### src/hw/rtl/rcmo_pkg.sv
// Relay controller with manual override: shared types, codes and constants.
// No dependencies.
package rcmo_pkg;

  // Device state codes
  localparam logic [1:0] ST_OFF     = 2'd0;
  localparam logic [1:0] ST_ON      = 2'd1;
  localparam logic [1:0] ST_MAN_ON  = 2'd2;
  localparam logic [1:0] ST_MAN_OFF = 2'd3;

  // Button event codes
  localparam logic [1:0] BTN_NONE  = 2'd0;
  localparam logic [1:0] BTN_SHORT = 2'd1;
  localparam logic [1:0] BTN_LONG  = 2'd2;

  // Control mode codes
  localparam logic [2:0] MODE_UNCFG = 3'd0;
  localparam logic [2:0] MODE_RAISE = 3'd1;
  localparam logic [2:0] MODE_LOWER = 3'd2;
  localparam logic [2:0] MODE_TIMED = 3'd3;
  localparam logic [2:0] MODE_AUX   = 3'd4;

  // Configuration register indexes
  localparam logic [2:0] REG_CONTROL_MODE = 3'd0;
  localparam logic [2:0] REG_TARGET_LEVEL = 3'd1;
  localparam logic [2:0] REG_PHASE_COUNT  = 3'd2;
  localparam logic [2:0] REG_PHASE_SEC0   = 3'd3;

  localparam int unsigned MaxPhasesDef = 4;
  localparam int unsigned MsPerSecond  = 1000;
  localparam int unsigned MinPhases    = 2;
  localparam int unsigned CfgIdxW      = 3;
  localparam int unsigned CfgDataW     = 32;
  localparam int unsigned PhaseIdxW    = 2;
  localparam int unsigned InDataW      = 72;
  localparam int unsigned OutDataW     = 8;

  typedef struct packed {
    logic [1:0]           cur_state;
    logic [1:0]           last_ctl_state;
    logic                 manual;
    logic [PhaseIdxW-1:0] phase_idx;
    logic [31:0]          phase_start_ms;
    logic [31:0]          last_update_ms;
    logic                 drive;
  } ctl_state_t;

  typedef struct packed {
    logic [1:0]         button_event;
    logic signed [31:0] sensor_value;
    logic               sensor_valid;
    logic [31:0]        now_ms;
    logic               paused;
    logic               aux_demand;
  } item_t;

endpackage

### src/hw/rtl/rcmo_core.sv
// Relay controller next-state logic: button handling, mode decision, timed cycle.
// Depends on rcmo_pkg.
module rcmo_core import rcmo_pkg::*; #(
  parameter int unsigned MaxPhases = MaxPhasesDef
) (
  input  ctl_state_t         state_i,
  input  item_t              item_i,
  input  logic [2:0]         mode_i,
  input  logic signed [31:0] target_i,
  input  logic [2:0]         phase_count_i,
  input  logic [15:0]        phase_sec_i [MaxPhases],
  output ctl_state_t         state_o,
  output logic               changed_o
);

  logic [1:0]  btn_tgt;
  logic        press;
  logic [1:0]  cur_b;
  logic        man_b;
  logic        drive_upd;
  logic [2:0]  eff_count;
  logic [15:0] secs;
  logic [31:0] limit;
  logic [31:0] elapsed;
  logic        frozen;
  logic        fire;
  logic [2:0]  idx_inc;

  // Button: toggle into manual, or back to the last controlled state
  always_comb begin
    press   = 1'b1;
    btn_tgt = ST_MAN_ON;
    case (item_i.button_event)
      BTN_SHORT: btn_tgt = ST_MAN_ON;
      BTN_LONG:  btn_tgt = ST_MAN_OFF;
      default:   press   = 1'b0;
    endcase
    cur_b = state_i.cur_state;
    man_b = state_i.manual;
    if (press) begin
      if (state_i.cur_state == btn_tgt) begin
        man_b = 1'b0;
        cur_b = state_i.last_ctl_state;
      end else begin
        man_b = 1'b1;
        cur_b = btn_tgt;
      end
    end
  end

  // Timed cycle terms; elapsed time while frozen equals last_update - start
  always_comb begin
    if (phase_count_i < 3'(MinPhases)) begin
      eff_count = 3'(MinPhases);
    end else if (phase_count_i > 3'(MaxPhases)) begin
      eff_count = 3'(MaxPhases);
    end else begin
      eff_count = phase_count_i;
    end
    secs = '0;
    for (int i = 0; i < MaxPhases; i++) begin
      if (state_i.phase_idx == PhaseIdxW'(i)) begin
        secs = phase_sec_i[i];
      end
    end
    limit   = 32'(secs) * 32'(MsPerSecond);
    frozen  = item_i.paused | man_b;
    elapsed = frozen ? (state_i.last_update_ms - state_i.phase_start_ms)
                     : (item_i.now_ms - state_i.phase_start_ms);
    fire    = (elapsed >= limit);
    idx_inc = 3'(state_i.phase_idx) + 3'd1;
  end

  always_comb begin
    state_o           = state_i;
    state_o.cur_state = cur_b;
    state_o.manual    = man_b;
    drive_upd         = 1'b1;
    unique case (mode_i)
      MODE_RAISE: begin
        if (!man_b && item_i.sensor_valid) begin
          state_o.cur_state      = (item_i.sensor_value < target_i) ? ST_ON : ST_OFF;
          state_o.last_ctl_state = state_o.cur_state;
        end
      end
      MODE_LOWER: begin
        if (!man_b && item_i.sensor_valid) begin
          state_o.cur_state      = (item_i.sensor_value > target_i) ? ST_ON : ST_OFF;
          state_o.last_ctl_state = state_o.cur_state;
        end
      end
      MODE_TIMED: begin
        if (frozen) begin
          state_o.phase_start_ms = state_i.phase_start_ms
                                 + (item_i.now_ms - state_i.last_update_ms);
        end
        if (fire) begin
          // even phases are on phases: their end turns the relay off
          state_o.cur_state      = state_i.phase_idx[0] ? ST_ON : ST_OFF;
          state_o.last_ctl_state = state_o.cur_state;
          state_o.phase_idx      = (idx_inc >= eff_count) ? '0 : idx_inc[PhaseIdxW-1:0];
          state_o.phase_start_ms = item_i.now_ms;
        end
        state_o.last_update_ms = item_i.now_ms;
      end
      MODE_AUX: begin
        if (!man_b) begin
          state_o.cur_state      = item_i.aux_demand ? ST_ON : ST_OFF;
          state_o.last_ctl_state = state_o.cur_state;
        end
      end
      default: drive_upd = 1'b0;
    endcase
    if (drive_upd) begin
      state_o.drive = (state_o.cur_state == ST_ON) || (state_o.cur_state == ST_MAN_ON);
    end
    changed_o = (state_o.cur_state != state_i.cur_state);
  end

endmodule

### src/hw/rtl/relay_controller_with_manual_override.sv
// Relay controller with manual override, top level.
// Path of a beat: input register, then next-state logic into the result
// register. Throughput: one beat per cycle unless the receiver stalls; the
// control state feeds back through a single register. Reset (rst_ni low,
// async): relay off, manual clear, phase index 1, times 0, mode unconfigured,
// phase count 2, all phase durations 0. Depends on rcmo_pkg.
module relay_controller_with_manual_override import rcmo_pkg::*; #(
  parameter int unsigned MaxPhases = MaxPhasesDef
) (
  input  logic                clk_i,
  input  logic                rst_ni,
  // Input stream
  input  logic                s_axis_tvalid,
  output logic                s_axis_tready,
  // [1:0] button_event, [33:2] sensor_value, [34] sensor_valid,
  // [66:35] now_ms, [67] paused, [68] aux_demand, [71:69] zero
  input  logic [InDataW-1:0]  s_axis_tdata,
  // Result stream
  output logic                m_axis_tvalid,
  input  logic                m_axis_tready,
  // [0] drive_on, [2:1] device_state, [3] state_changed, [7:4] zero
  output logic [OutDataW-1:0] m_axis_tdata,
  // Configuration write port
  input  logic                cfg_we_i,
  input  logic [CfgIdxW-1:0]  cfg_idx_i,
  input  logic [CfgDataW-1:0] cfg_data_i
);

  // Configuration registers
  logic [2:0]         mode_q;
  logic signed [31:0] target_q;
  logic [2:0]         phase_count_q;
  logic [15:0]        phase_sec_q [MaxPhases];

  // Input stage
  logic  in_vld_q;
  item_t item_q;

  // Control state and result register
  ctl_state_t state_q, state_d;
  logic       changed_d;
  logic       out_vld_q;
  logic [3:0] out_q;
  logic       advance;

  // The item in the input register moves on when the result slot is free or
  // being drained this cycle; the input register refills in the same cycle.
  assign advance       = in_vld_q && (!out_vld_q || m_axis_tready);
  assign s_axis_tready = !in_vld_q || advance;

  always_ff @(posedge clk_i or negedge rst_ni) begin
    if (!rst_ni) begin
      mode_q        <= MODE_UNCFG;
      target_q      <= '0;
      phase_count_q <= 3'(MinPhases);
      for (int i = 0; i < MaxPhases; i++) begin
        phase_sec_q[i] <= '0;
      end
    end else if (cfg_we_i) begin
      if (cfg_idx_i == REG_CONTROL_MODE) begin
        mode_q <= cfg_data_i[2:0];
      end
      if (cfg_idx_i == REG_TARGET_LEVEL) begin
        target_q <= cfg_data_i;
      end
      if (cfg_idx_i == REG_PHASE_COUNT) begin
        phase_count_q <= cfg_data_i[2:0];
      end
      for (int i = 0; i < MaxPhases; i++) begin
        if (cfg_idx_i == REG_PHASE_SEC0 + CfgIdxW'(i)) begin
          phase_sec_q[i] <= cfg_data_i[15:0];
        end
      end
    end
  end

  // Input register: payload unpacked from the beat
  always_ff @(posedge clk_i or negedge rst_ni) begin
    if (!rst_ni) begin
      in_vld_q <= 1'b0;
    end else if (s_axis_tready) begin
      in_vld_q <= s_axis_tvalid;
    end
  end

  always_ff @(posedge clk_i) begin
    if (s_axis_tready && s_axis_tvalid) begin
      item_q.button_event <= s_axis_tdata[1:0];
      item_q.sensor_value <= s_axis_tdata[33:2];
      item_q.sensor_valid <= s_axis_tdata[34];
      item_q.now_ms       <= s_axis_tdata[66:35];
      item_q.paused       <= s_axis_tdata[67];
      item_q.aux_demand   <= s_axis_tdata[68];
    end
  end

  rcmo_core #(
    .MaxPhases(MaxPhases)
  ) u_core (
    .state_i      (state_q),
    .item_i       (item_q),
    .mode_i       (mode_q),
    .target_i     (target_q),
    .phase_count_i(phase_count_q),
    .phase_sec_i  (phase_sec_q),
    .state_o      (state_d),
    .changed_o    (changed_d)
  );

  // Control state commits together with the result register
  always_ff @(posedge clk_i or negedge rst_ni) begin
    if (!rst_ni) begin
      state_q.cur_state      <= ST_OFF;
      state_q.last_ctl_state <= ST_OFF;
      state_q.manual         <= 1'b0;
      state_q.phase_idx      <= PhaseIdxW'(1);
      state_q.phase_start_ms <= '0;
      state_q.last_update_ms <= '0;
      state_q.drive          <= 1'b0;
      out_vld_q              <= 1'b0;
    end else begin
      if (advance) begin
        state_q <= state_d;
      end
      if (advance) begin
        out_vld_q <= 1'b1;
      end else if (m_axis_tready) begin
        out_vld_q <= 1'b0;
      end
    end
  end

  always_ff @(posedge clk_i) begin
    if (advance) begin
      out_q <= {changed_d, state_d.cur_state, state_d.drive};
    end
  end

  assign m_axis_tvalid = out_vld_q;
  assign m_axis_tdata  = {4'b0, out_q};

endmodule

### config.mk
export PLATFORM = sky130hd
export DESIGN_NAME = relay_controller_with_manual_override
export DESIGN_NICKNAME = d
export VERILOG_FILES = /design/src/hw/rtl/rcmo_pkg.sv /design/src/hw/rtl/rcmo_core.sv /design/src/hw/rtl/relay_controller_with_manual_override.sv
export SDC_FILE = /design/constraint.sdc
export NUM_CORES = 1
export LEC_CHECK = 0
export ABC_AREA = 0
export BUFFER_PORTS_ARGS = -buffer_cell sky130_fd_sc_hd__buf_2
export CAP_MARGIN = 20
export CORE_MARGIN = 4
export CORE_UTILIZATION = 50
export CTS_BUF_LIST = sky130_fd_sc_hd__clkbuf_4 sky130_fd_sc_hd__clkbuf_8 sky130_fd_sc_hd__clkbuf_16
export DETAILED_ROUTE_END_ITERATION = 10
export PLACE_DENSITY = 0.68
export SYNTH_ARGS = -nofsm -noshare
export SYNTH_HDL_FRONTEND = slang
export SYNTH_SLANG_ARGS = --single-unit
### constraint.sdc
create_clock -name clk_i -period 8.3 [get_ports clk_i]
set_input_delay 1.66 -clock clk_i [delete_from_list [all_inputs] [get_ports clk_i]]
set_output_delay 1.66 -clock clk_i [all_outputs]
set_load 0.01 [all_outputs]
---- After elaboration in Yosys (flattened, before gate mapping) ----
Cells that the tools add are included.
word-level totals
  memory bits (writable) .................. 0
  memories ................................ 0
  output and inout port bits .............. 10
  ROM bits ................................ 0
  register bits ........................... 249
  bits in latches ......................... 0
  word-level logic and storage cells ...... 115
cells by class
  $lt $le $gt $ge ......................... 6
  div/mod/pow operators ................... 0
  shifts and indexed selects .............. 0
  bitwise operators ....................... 1
  mux-type cells .......................... 29
  $mul .................................... 1
  eq/ne operators ......................... 23
  add/sub/neg operators ................... 5
  reductions and logical operators ........ 27
operators by type and width
  kind                     count
  $mux W32                 3
  $sub A32 B32 Y32         3
  $mux W16                 4
  $add A32 B32 Y32         1
  $ge A32 B26 Y1           1
  $gt A32 B32 Y1           1
  $lt A32 B32 Y1           1
  $mul A16 B7 Y23 const B  1
  $mux W4                  4
  $pmux W4 S4              1
  $reduce_and A2 Y1        8
  $eq A3 B2 Y1 const B     4
  $eq A3 B3 Y1 const B     4
  $mux W1                  12
  $eq A2 B2 Y1 const B     4
  $eq A2 B1 Y1 const B     3
  $eq A3 B1 Y1 const B     2
  $mux W2                  3
  $mux W3                  2
  $ne A2 B1 Y1 const B     3
  $reduce_and A3 Y1        2
  $reduce_and A6 Y1        1
  $reduce_bool A2 Y1       2
  $reduce_bool A4 Y1       1
  other kinds (15)         21

---- Logic depth before layout (Yosys ltp) ----
  depth in word-level cells ............... 13
  depth in mapped cells ................... 42
  depth with buffers taken out ............ 38

---- Hierarchy ----
A second synthesis with hierarchy kept.
second synthesis, totals
  cells, all modules ...................... 1,875
  area, all modules ....................... 19,018.2 um2
by module, submodules not included
  module                                 times used  seq. area each (um2)  cells each  area each (um2)
  rcmo_core                              1           0.0                   1,415       10,173.5
  relay_controller_with_manual_override  1           6,598.8               460         8,844.7

---- Worst setup path after synthesis ----
Ideal clock, no wire load.
  kind .................................... register -> register
  start point ............................. reg state_q[65] (netlist name)
  end point ............................... reg out_q[0], data pin
  data arrival time ....................... 8,324 ps
  cell stages (with the launch flop) ...... 39
  setup slack ............................. -284 ps
  data required time ...................... 8,040 ps
  setup time .............................. 260 ps
  cell sequence ........................... dfstp_2 ha_1 clkbuf_1 nor2b_1 clkbuf_1 a22oi_1 nor2_1 a21oi_1 nor2_1 a21oi_1 inv_1 ha_1 ha_1 inv_1 fa_1 fa_1 inv_1 ha_1 [... 3 more ...] o21ai_1 a21oi_1 o21a_1 o31a_1 o41a_1 a41o_1 o41ai_1 xor2_1 ha_1 nand2_1 or2_2 o41ai_1 nor4_4 and4_1 buf_2 o21ai_1 o21ai_1 mux2_2
RTL lines
  what                    RTL line                                      source
  from (decl)             relay_controller_with_manual_override.sv:40   ctl_state_t state_q, state_d;
  from (signal assigned)  relay_controller_with_manual_override.sv:123  state_q <= state_d;
  to (signal assigned)    relay_controller_with_manual_override.sv:135  out_q <= {changed_d, state_d.cur_state, state_d.drive};
  to (decl)               relay_controller_with_manual_override.sv:43   logic [3:0] out_q;

---- Final worst setup path ----
  start point ............................. reg state_q[65] (netlist name)
  end point ............................... reg out_q[3], data pin
on the way
  longest elaborated chain between the ends .. 10
  elaborated cells on any way between the ends .. 14
  those cells by class .................... 1 x mul; 1 x order compare; 4 x eq/ne; 7 x mux; 1 x reduce/logical
ends and longest elaborated chain
  what                    RTL line                                     source
  $logic_not A2 Y1        rcmo_core.sv:62                              if (state_i.phase_idx == PhaseIdxW'(i)) begin
  $mux W16 (4 in series)  rcmo_core.sv:62
  $mul A16 B7 Y23         rcmo_core.sv:66                              limit = 32'(secs) * 32'(MsPerSecond);
  $ge A32 B26 Y1          rcmo_core.sv:70                              fire = (elapsed >= limit);
  $mux W4 *               rcmo_core.sv:97                              if (fire) begin
  $pmux W4 S4 *           rcmo_core.sv:79                              unique case (mode_i)
  $ne A2 B2 Y1 *          rcmo_core.sv:117                             changed_o = (state_o.cur_state != state_i.cur_state);
  named net changed_d     relay_controller_with_manual_override.sv:41  logic changed_d;
Mark *: on every way through the listed nets, which the timed path passes. The rest lies on a longest branch. The select of a mux whose other input is x is not followed.
A chain may end at the register's enable or synchronous reset.

==> impl_metrics.yaml <==
status:
  status: "finished, violations left"
  violations: "negative setup slack"
synth:
  syn_area_mm2: 0.01823
  ys_types: 78
  synth-seq-cells: 248
  synth-main-ff-cell: "dfrtp_1"
  ys_warn_count: 0
  ys_seq_area_frac: 0.3606
  async_reset_ff_frac: 0.7056
  synth_edf_count: 73
  synth_cells: 1868
  synth.avg_cell_area_um2: 9.760
routing:
  routedWlPerCell_um: 16.17
  routed_via_density: 5.376
  drc: 0
  postRouteAntennaNets: 0
  drt_wl_total_um: 41740
  drtPass1Iterations: 5
  drt_iter0_drc: 661
  routed-via-count: 13880
worst_setup_path:
  crit_path_end_kind: "register"
  path_common_cell: "buf_4"
  cp_max_fo: 5
  crit_required_ns: 8.62
  r2r-end: "out_q[3]$_DFFE_PP_"
  arrival_ns: 8.75
  path_delay_family: "compound AO/OA/AOI/OAI gates"
  reg2reg_slack_ns: -0.13
  worst_r2r_path_depth: 41
  cp-start-kind: "register"
  r2r_start: "state_q[65]$_DFFE_PN1P_"
  crit_slowest_cell: "dfstp_2"
  critical_path.max_stage_delay_ns: 0.55
  critPathKind: "reg -> reg"
  path_buf_inv: 7
clock_tree:
  clock-sinks: 248
  cts_buffers: 29
  root_buffer: "clkbuf_16"
  h-tree-depth: 1
  clock_latency_ns: 0.59
  path_clk_slew_ns: 0.06
  cts_tree: "built"
  clk_path_buf_depth: 3
sta:
  max_freq_ghz: 0.1186
  rsz0062_at_grt: "yes"
  clock_skew_ns: 0.02535
  slew_viol_final: 0
  period_share: 1.015
  finalSetupViolations: 5
  hold_viol: 0
  tightest_slew_ns: 1.004
  fin_crit_ns: 8.428
  finalWorstSetupSlack_ns: -0.1284
  slew_headroom: 0.3304
  hold_ws_ns: 0.4875
grt:
  grt_max_degree: 79
  grt_overflow: 0
  grt_pass1_vias: 14350
  grtUsageTotal: 0.2121
  grt_pass1_wl_um: 69430
  antenna_found_initial: 2
floorplanning:
  die_w_um: 199.0
  die-area_mm2: 0.03959
  core-area_mm2: 0.03574
  io_pins: 122
  start_util: 0.5101
  placementRows: 69
  chipHeight_um: 199.0
finish:
  mostFrequentLayoutCell: "inv_1"
  fillers: 2922
  synthToLayoutAreaGrowth_pct: 20.11
  antenna_cells: 0
  post-route-util: 0.6127
  final_cell_mix: "inv_1, dfrtp_1, nand2_1, ha_1, buf_4"
  final_nets: 2467
  drive_gt1_frac: 0.2467
place:
  gp_congestion: 0.9025
  port_buffers: 114
  place_hpwl_um: 30960
  place_ws_ns: -0.5571
hold_path:
  holdCritStartpoint: "state_q[39]$_DFFE_PN0P_"
  holdCritPathClass: "reg -> reg"
  min_to: "state_q[39]$_DFFE_PN0P_"
  holdPathStages: 2
job:
  cap_violations: 0
worst register-to-register path, delay by kind of cell, from the launching register on:
family                     cells  cell delay, ns
AOI/OAI and AO/OA             17            3.02
adders and majority gates      6            1.98
and+or+nand+nor                9            1.48
buffers and inverters          7            0.78
DFF                            1            0.55
xor gates and xnor gates       2            0.36
sequential cells by signal, summed over array words and instances (netlist names):
register,flops
state_q,71
m_axis_tvalid,1
in_vld_q,1
item_q,69
mode_q,3
phase_count_q,3
target_q,32
out_q,4
phase_sec_q,64
area by class of cell:
type | instances | area (µm²) | area share
multi-input cells | 1308 | 11060 | 0.5051
flip-flops and latches | 248 | 6574 | 0.3002
repair buffers | 254 | 1735 | 0.07925
inverters | 258 | 973.4 | 0.04445
clock buffers | 41 | 869.6 | 0.03971
well taps | 461 | 576.8 | 0.02634
clock inverters | 11 | 108.9 | 0.004971
cell usage after synthesis, drive strengths merged, types with 43 or more instances:
library cell / number / share of area
dfrtp: 173 / 0.24
a21o: 43 / 0.018
mux2: 103 / 0.064
ha: 176 / 0.12
nand2: 166 / 0.034
a21oi: 133 / 0.037
o21ai: 139 / 0.038
edfxtp: 73 / 0.12
fa: 80 / 0.088
xor2: 43 / 0.021
nor2: 114 / 0.023
inv: 257 / 0.053
cells by family after synthesis:
group,synth area share
mux,0.07206
fa+ha+maj,0.2097
xor+xnor,0.04124
buf+inv,0.06670
simple gates,0.1054
other cells,0.0002057
compound gates,0.1441
flops,0.3606
metrics by stage:
step                instances  TNS (ns)  area (µm²)
CTS                      2567   -0.2382       21490
detailed placement       2497    -12.38       20040
finish                   2581   -0.3234       21900
floorplan                1871         0       18280
global route             2581    -12.41       21900
global placement         2497    -6.570       20040
worst max-delay path by stage:
stage / from / endpoint / cells after the start
2_1_floorplan: state_q[65]$_DFFE_PN1P_ / out_q[3]$_DFFE_PP_ / 38
3_3_place_gp: state_q[65]$_DFFE_PN1P_ / out_q[3]$_DFFE_PP_ / 38
3_5_place_dp: state_q[65]$_DFFE_PN1P_ / out_q[3]$_DFFE_PP_ / 38
4_1_cts: state_q[65]$_DFFE_PN1P_ / out_q[3]$_DFFE_PP_ / 39
5_1_grt: state_q[65]$_DFFE_PN1P_ / out_q[3]$_DFFE_PP_ / 41
6_report: state_q[65]$_DFFE_PN1P_ / out_q[3]$_DFFE_PP_ / 41
repair_timing:
item / 4_1_cts / 5_1_grt
endpoints found under the setup margin: 42 / 42
hold buffers: 0 / 0
setup buffers: 19 / 14
pin swaps: 56 / 33
gates resized for setup: 67 / 56
layer usage:
metal,vias to the layer above,wire length [µm],track usage
li1,6863,-,-
met1,6676,18330,0.2773
met2,255,20460,0.3661
met3,78,1655,0.03269
met4,4,1263,0.06358
met5,-,32,0
Power is left out: the tool's default activity adds up to more than one toggle a clock period on the data nets, which glitch-free logic cannot reach.
